==> config.mk <==
export PLATFORM = sky130hd
export DESIGN_NAME = max_priority_queue_core
export DESIGN_NICKNAME = d
export VERILOG_FILES = /design/src/hdl/mpq_pkg.sv /design/src/hdl/mpq_cell.sv /design/src/hdl/max_priority_queue_core.sv
export SDC_FILE = /design/constraint.sdc
export NUM_CORES = 2
export LEC_CHECK = 0
export BUFFER_PORTS_ARGS = -buffer_cell sky130_fd_sc_hd__buf_4
export CAP_MARGIN = 20
export CORE_ASPECT_RATIO = 2
export CORE_MARGIN = 4
export CORE_UTILIZATION = 64
export CTS_CLUSTER_DIAMETER = 120
export DETAILED_ROUTE_END_ITERATION = 8
export HOLD_SLACK_MARGIN = 0.15
export PLACE_DENSITY = 0.78
export SETUP_SLACK_MARGIN = 0.02
export SLEW_MARGIN = 25
export SYNTH_ARGS = -nofsm -noshare
export SYNTH_HDL_FRONTEND = slang
export SYNTH_SLANG_ARGS = --single-unit
==> constraint.sdc <==
create_clock -name clock -period 10.3 [get_ports clock]
set_input_delay 2.06 -clock clock [delete_from_list [all_inputs] [get_ports clock]]
set_output_delay 2.06 -clock clock [all_outputs]
set_load 0.05 [all_outputs]
==> src/hdl/mpq_pkg.sv <==
// Shared types and codes for the sorted priority queue core.
// No dependencies; imported by the cell, the top level and the checker.
`timescale 1ns / 1ps
`default_nettype none

package mpq_pkg;

   localparam int DefaultDepth = 16;
   localparam int ValueWidth   = 32;
   localparam int PrioWidth    = 16;

   localparam logic [1:0] ActEnqueue = 2'd0;
   localparam logic [1:0] ActDequeue = 2'd1;
   localparam logic [1:0] ActPeek    = 2'd2;

   localparam logic [1:0] StatusOk        = 2'd0;
   localparam logic [1:0] StatusUnderflow = 2'd1;
   localparam logic [1:0] StatusOverflow  = 2'd2;

   typedef struct packed {
      logic signed [PrioWidth-1:0]  prio;
      logic signed [ValueWidth-1:0] value;
   } entry_type;

   typedef struct packed {
      logic enq;
      logic deq;
   } ctl_type;

endpackage

`default_nettype wire

==> src/hdl/mpq_cell.sv <==
// One slot of the sorted cell row: holds an entry and moves it one place per transfer.
// Depends on mpq_pkg.
`timescale 1ns / 1ps
`default_nettype none

module mpq_cell
   import mpq_pkg::*;
(
   input  wire logic      clock,
   input  wire ctl_type   ctl,
   input  wire logic      occupied,
   input  wire entry_type new_entry,
   input  wire entry_type prev_entry,
   input  wire logic      prev_keep,
   input  wire entry_type next_entry,
   output entry_type      entry,
   output logic           keep
);

   entry_type entry_ff;
   entry_type entry_in;

   assign keep  = occupied && (entry_ff.prio >= new_entry.prio);
   assign entry = entry_ff;

   always_comb begin
      entry_in = entry_ff;
      if (ctl.enq) begin
         if (!keep) begin
            entry_in = prev_keep ? new_entry : prev_entry;
         end
      end else if (ctl.deq) begin
         entry_in = next_entry;
      end
   end

   always_ff @(posedge clock) begin
      entry_ff <= entry_in;
   end

endmodule

`default_nettype wire

==> src/hdl/max_priority_queue_core.sv <==
// Sorted max-priority queue: control, count and result register over a row of cells.
// Depends on mpq_pkg and mpq_cell.
//
//   channel | direction | tdata (low bit up)                    | tuser
//   req     | in        | item_value, item_priority             | action
//   rsp     | out       | head_value, entry_count, is_empty, pad | status
//
// For every item, all cells compare and move on the same clock edge.
// Reset clears the count and the result valid flag; slot contents and result fields need no clearing.
// req_tready is high while the result register is empty or being taken.
// Results stay in the result register until transferred.
`timescale 1ns / 1ps
`default_nettype none

module max_priority_queue_core
   import mpq_pkg::*;
#(
   parameter int DEPTH = DefaultDepth
)
(
   input  wire logic        clock,
   input  wire logic        reset,
   input  wire logic        req_tvalid,
   output logic             req_tready,
   input  wire logic [47:0] req_tdata,   // item_value[31:0], item_priority[47:32]
   input  wire logic [1:0]  req_tuser,   // action[1:0]
   output logic             rsp_tvalid,
   input  wire logic        rsp_tready,
   output logic [39:0]      rsp_tdata,   // head_value[31:0], entry_count[36:32],
                                         // is_empty[37], zero[39:38]
   output logic [1:0]       rsp_tuser    // status[1:0]
);

   localparam int CountWidth = $clog2(DEPTH + 1);

   logic [CountWidth-1:0]   count_ff;
   logic [CountWidth-1:0]   count_in;
   logic                    rsp_valid_ff;
   logic                    rsp_valid_in;
   logic [1:0]              rsp_status_ff;
   logic [1:0]              rsp_status_in;
   logic [ValueWidth-1:0]   rsp_head_ff;
   logic [ValueWidth-1:0]   rsp_head_in;
   logic [4:0]              rsp_count_ff;
   logic [4:0]              rsp_count_in;
   logic                    rsp_empty_ff;
   logic                    rsp_empty_in;

   logic                    accept;
   logic [1:0]              action;
   entry_type               new_entry;
   logic                    full;
   logic                    empty_now;
   logic                    is_read;
   ctl_type                 ctl;
   logic [CountWidth+4:0]   count_ext;

   entry_type               cell_q [DEPTH];
   logic                    keep   [DEPTH];

   assign req_tready      = !rsp_valid_ff || rsp_tready;
   assign accept          = req_tvalid && req_tready;
   assign action          = req_tuser;
   assign new_entry.value = req_tdata[31:0];
   assign new_entry.prio  = req_tdata[47:32];

   assign full      = (count_ff == CountWidth'(DEPTH));
   assign empty_now = (count_ff == '0);
   assign is_read   = (action == ActDequeue) || (action == ActPeek);
   assign ctl.enq   = accept && (action == ActEnqueue) && !full;
   assign ctl.deq   = accept && (action == ActDequeue) && !empty_now;

   for (genvar i = 0; i < DEPTH; i++) begin : g_cell
      entry_type prev_entry;
      entry_type next_entry;
      logic      prev_keep;
      logic      occupied;

      assign occupied = (CountWidth'(i) < count_ff);

      if (i == 0) begin : g_head
         assign prev_entry = new_entry;
         assign prev_keep  = 1'b1;
      end else begin : g_body
         assign prev_entry = cell_q[i-1];
         assign prev_keep  = keep[i-1];
      end

      if (i == DEPTH - 1) begin : g_tail
         assign next_entry = cell_q[i];
      end else begin : g_inner
         assign next_entry = cell_q[i+1];
      end

      mpq_cell u_cell (
         .clock      (clock),
         .ctl        (ctl),
         .occupied   (occupied),
         .new_entry  (new_entry),
         .prev_entry (prev_entry),
         .prev_keep  (prev_keep),
         .next_entry (next_entry),
         .entry      (cell_q[i]),
         .keep       (keep[i])
      );
   end

   always_comb begin
      count_in = count_ff;
      if (ctl.enq) begin
         count_in = count_ff + CountWidth'(1);
      end else if (ctl.deq) begin
         count_in = count_ff - CountWidth'(1);
      end

      rsp_status_in = StatusOk;
      rsp_head_in   = '0;
      if ((action == ActEnqueue) && full) begin
         rsp_status_in = StatusOverflow;
      end else if (is_read && empty_now) begin
         rsp_status_in = StatusUnderflow;
      end else if (is_read) begin
         rsp_head_in = cell_q[0].value;
      end

      count_ext    = {5'd0, count_in};
      rsp_count_in = count_ext[4:0];
      rsp_empty_in = (count_in == '0);

      if (accept) begin
         rsp_valid_in = 1'b1;
      end else if (rsp_tready) begin
         rsp_valid_in = 1'b0;
      end else begin
         rsp_valid_in = rsp_valid_ff;
      end
   end

   always_ff @(posedge clock) begin
      if (reset) begin
         count_ff     <= '0;
         rsp_valid_ff <= 1'b0;
      end else begin
         count_ff     <= count_in;
         rsp_valid_ff <= rsp_valid_in;
      end
   end

   always_ff @(posedge clock) begin
      if (accept) begin
         rsp_status_ff <= rsp_status_in;
         rsp_head_ff   <= rsp_head_in;
         rsp_count_ff  <= rsp_count_in;
         rsp_empty_ff  <= rsp_empty_in;
      end
   end

   assign rsp_tvalid = rsp_valid_ff;
   assign rsp_tuser  = rsp_status_ff;
   assign rsp_tdata  = {2'b00, rsp_empty_ff, rsp_count_ff, rsp_head_ff};

endmodule

`default_nettype wire

==> qor.txt <==
Post-DP HPWL: 102,000 microns
clock root cell: clkbuf_16
Final period util: 0.634
htree depth: 3
Post-CTS Setup Inserts: 0
Detailed Route Iter0 Violations: 5,804
Initial Utilization: 0.645
post-synthesis simple-gate area fraction: 0.112
crit path kind: input pin to register
via count: 36,300
Die ar.: 73,600 sq um
max-slew violations: 0
Sw Share: 0.260
combinational power share: 0.113
Inserted Clock Buffers: 73
initial antenna violation count: 8
worst-case reg-to-reg path depth: 8
Final Util: 0.700
largest family of logic cells by synthesized area: compound AO/OA/AOI/OAI gates
Syn. warnings: 0
largest net degree at the start of global routing: 223
Synth Area in Compound Gates: 0.212
max frequency: 0.153 GHz
Rows: 136
die width: 194 microns
mux contribution to synthesized area: 0.0130
Worst EP required: 10.60 ns
Worst path slowest cell: a21o_2
Final Critical Period: 6.53 ns
Worst Setup Slack, final: 3.77 ns
Int Pwr: 5.67 mW
DP Area: 45,500 sq um
critical path fanouts, max: 25
Final Hold Fails: 0
hold path depth: 1
Synth cell types: 64
Synth Area in Adders: 0.0738
Critical Path Max Stage Delay: 0.99 ns
Crit path depth: 11
vias in the first global route: 37,200
placed cells: 4,457
Layout Cells excl Fill: 4,601
status: finished, final reports clean
Worst Setup End Kind: register
per-cell routed wire length: 37.1 microns
Synth Flop Type: edfxtp_1
share of cells above drive strength 1: 0.140
count of max-cap constraint violations: 0
CTS max path bufs: 3
Total Power: 7.66 mW
Clock Latency Late Sink: 0.68 ns
Layout Nets: 3,952
EDFF count, synth: 808
CP bufs+invs: 5
Worst Hold Margin: 0.563 ns
Rel. slew slack: 0.210
Setup TNS: 0 ns
clock power share: 0.378
measured slew at the worst slew-check pin: 1.17 ns
# IOs: 98
synthesized cell area: 44,200 sq um
Clock Skews: 0.0244 ns
Seq pwr share: 0.509
CP dominant cell by count: buf_4
post-synthesis sequential area ratio: 0.551
HP Class: register to register
RSZ-0062 raised after global routing: false
reported leakage power: 16.9 nW
GR Overflow Total: 0
CTS resizes: 0
DRC errors left: 0
Mapped Cells: 3,721
Post-Place Worst Slack: 3.43 ns
Peak VDD IR: 186 uV
ys async rst share: 0
DRT antenna net count: 0
TritonCTS clock tree: yes
average vias per placed instance: 7.90
1st-pass router iterations: 9
core footprint: 68,600 sq um
Crit path max-delay family: buffers and inverters
count of final setup violators: 0
Startpoint Class: input pin
PwrDens: 160 nW/um^2
final instance area: 48,000 sq um
Routed WL: 171,000 microns
Syn Area/Cell: 11.9 sq um
first-pass GRT wire length: 246,000 microns
CP Data Arrival Time: 6.83 ns
Area growth, synth to finish: 8.51%
XOR/XNOR share of the synthesized area: 0.000594
CTS Sinks: 814
# hold bufs at CTS: 0
total global-route track usage: 0.452
Die H: 380 microns
RePlAce Congestion: 1.02
Port Buffers: 95
#FFs+latches synth: 814
Clock transition at path regs: 0.07 ns
CP cell instances: buf_4 > inv_1 > ha_1 > and4_1 > a221oi_1 > clkbuf_2 > o21ai_0 > a21oi_4 > buf_4 > a21o_2 > buf_4
Net Sw Power: 1.99 mW
-- area by class of cell --
| type | count | area [sq um] |
|---|---|---|
| Fill cell | 4811 | 20600 |
| Clock inverter | 45 | 519 |
| Timing Repair Buffer | 170 | 1320 |
| Sequential cell | 814 | 24400 |
| Inverter | 58 | 218 |
| Multi-Input combinational cell | 2520 | 18500 |
| Clock buffer | 89 | 1890 |
| Antenna cell | 8 | 20.0 |
| Tap cell | 897 | 1120 |
-- Yosys cell counts (all sizes together), types with 3 or more instances --
cell	number	area, sq um
nand4	54	338
o22ai	47	294
o21ai	89	445
dfxtp	6	120
buf	124	657
a31oi	12	75.1
and3	5	31.3
nor2	413	1550
a211oi	7	52.6
inv	58	218
nor2b	68	425
nor4	8	50.1
mux2	48	541
a2bb2oi	6	52.6
and2	37	231
o21a	54	405
o22a	47	412
edfxtp	808	24300
o211ai	56	420
o221ai	9	78.8
a21oi	138	691
o32ai	48	420
or3	6	37.5
a211o	7	61.3
nand2	299	1120
mux2i	3	33.8
nand2b	104	651
nand3	84	420
nor3	5	25.0
o221a	143	1610
a221o	379	3790
clkbuf	206	776
a21o	43	323
ha	261	3270
a2111oi	6	58.8
a221oi	4	35.0
a2111o	3	33.8
-- path summary, 6_finish.rpt --
path / start / end / slack (ns)
setup / recovery: req_tdata[43] / g_cell[14].u_cell.entry[1] / 3.77
hold / removal: g_cell[0].u_cell.entry[21] / rsp_head_ff[21] / 0.56
setup reg to reg: count_ff[1] / g_cell[10].u_cell.entry[29] / 5.02
hold reg to reg: g_cell[0].u_cell.entry[21] / rsp_head_ff[21] / 0.56
-- layer usage --
metal / up-vias / GRT usage / wire [microns]
met5: - / 0 / 0
met4: 0 / 0.418 / 20400
met3: 1060 / 0.104 / 19700
met2: 3323 / 0.724 / 79800
met1: 17300 / 0.492 / 51000
li1: 14600 / - / -
-- kinds of logic after synthesis --
group | Yosys count
other cells | 1
flops | 814
buf+inv | 388
compound gates | 1112
fa+ha+maj | 261
simple gates | 1091
xor+xnor | 3
mux | 51
-- registers in the layout, summed over array words and instances (netlist names) --
register / cells
rsp_empty_ff: 1
rsp_head_ff: 32
rsp_tvalid: 1
g_cell.u_cell.entry: 768
rsp_count_ff: 5
count_ff: 5
rsp_tuser: 2
-- power groups by stage --
stage                     logic (mW)  registers, mW  clock network (mW)
final                          0.863           3.90                2.90
after global routing           0.900           3.90                3.03
after CTS                      0.826           3.89                2.90
after detailed placement       0.822           3.96                   0
after global placement         0.795           3.96                   0
after floorplan                0.500           3.95                   0
-- layout by cell type, fill, tap and decap left out, drive strengths merged, types with 47 or more instances in the layout --
cell    instances
nor2          413
inv            62
o21a           54
o21ai          89
ha            261
nand4          54
o32ai          48
edfxtp        808
o221a         143
nand2b        104
nand2         299
nor2b          68
o22a           47
a21oi         138
a221o         379
mux2           48
o22ai          47
nand3          84
o211ai         56
buf           169
clkbuf         90
(Power assumes the default switching activity.)
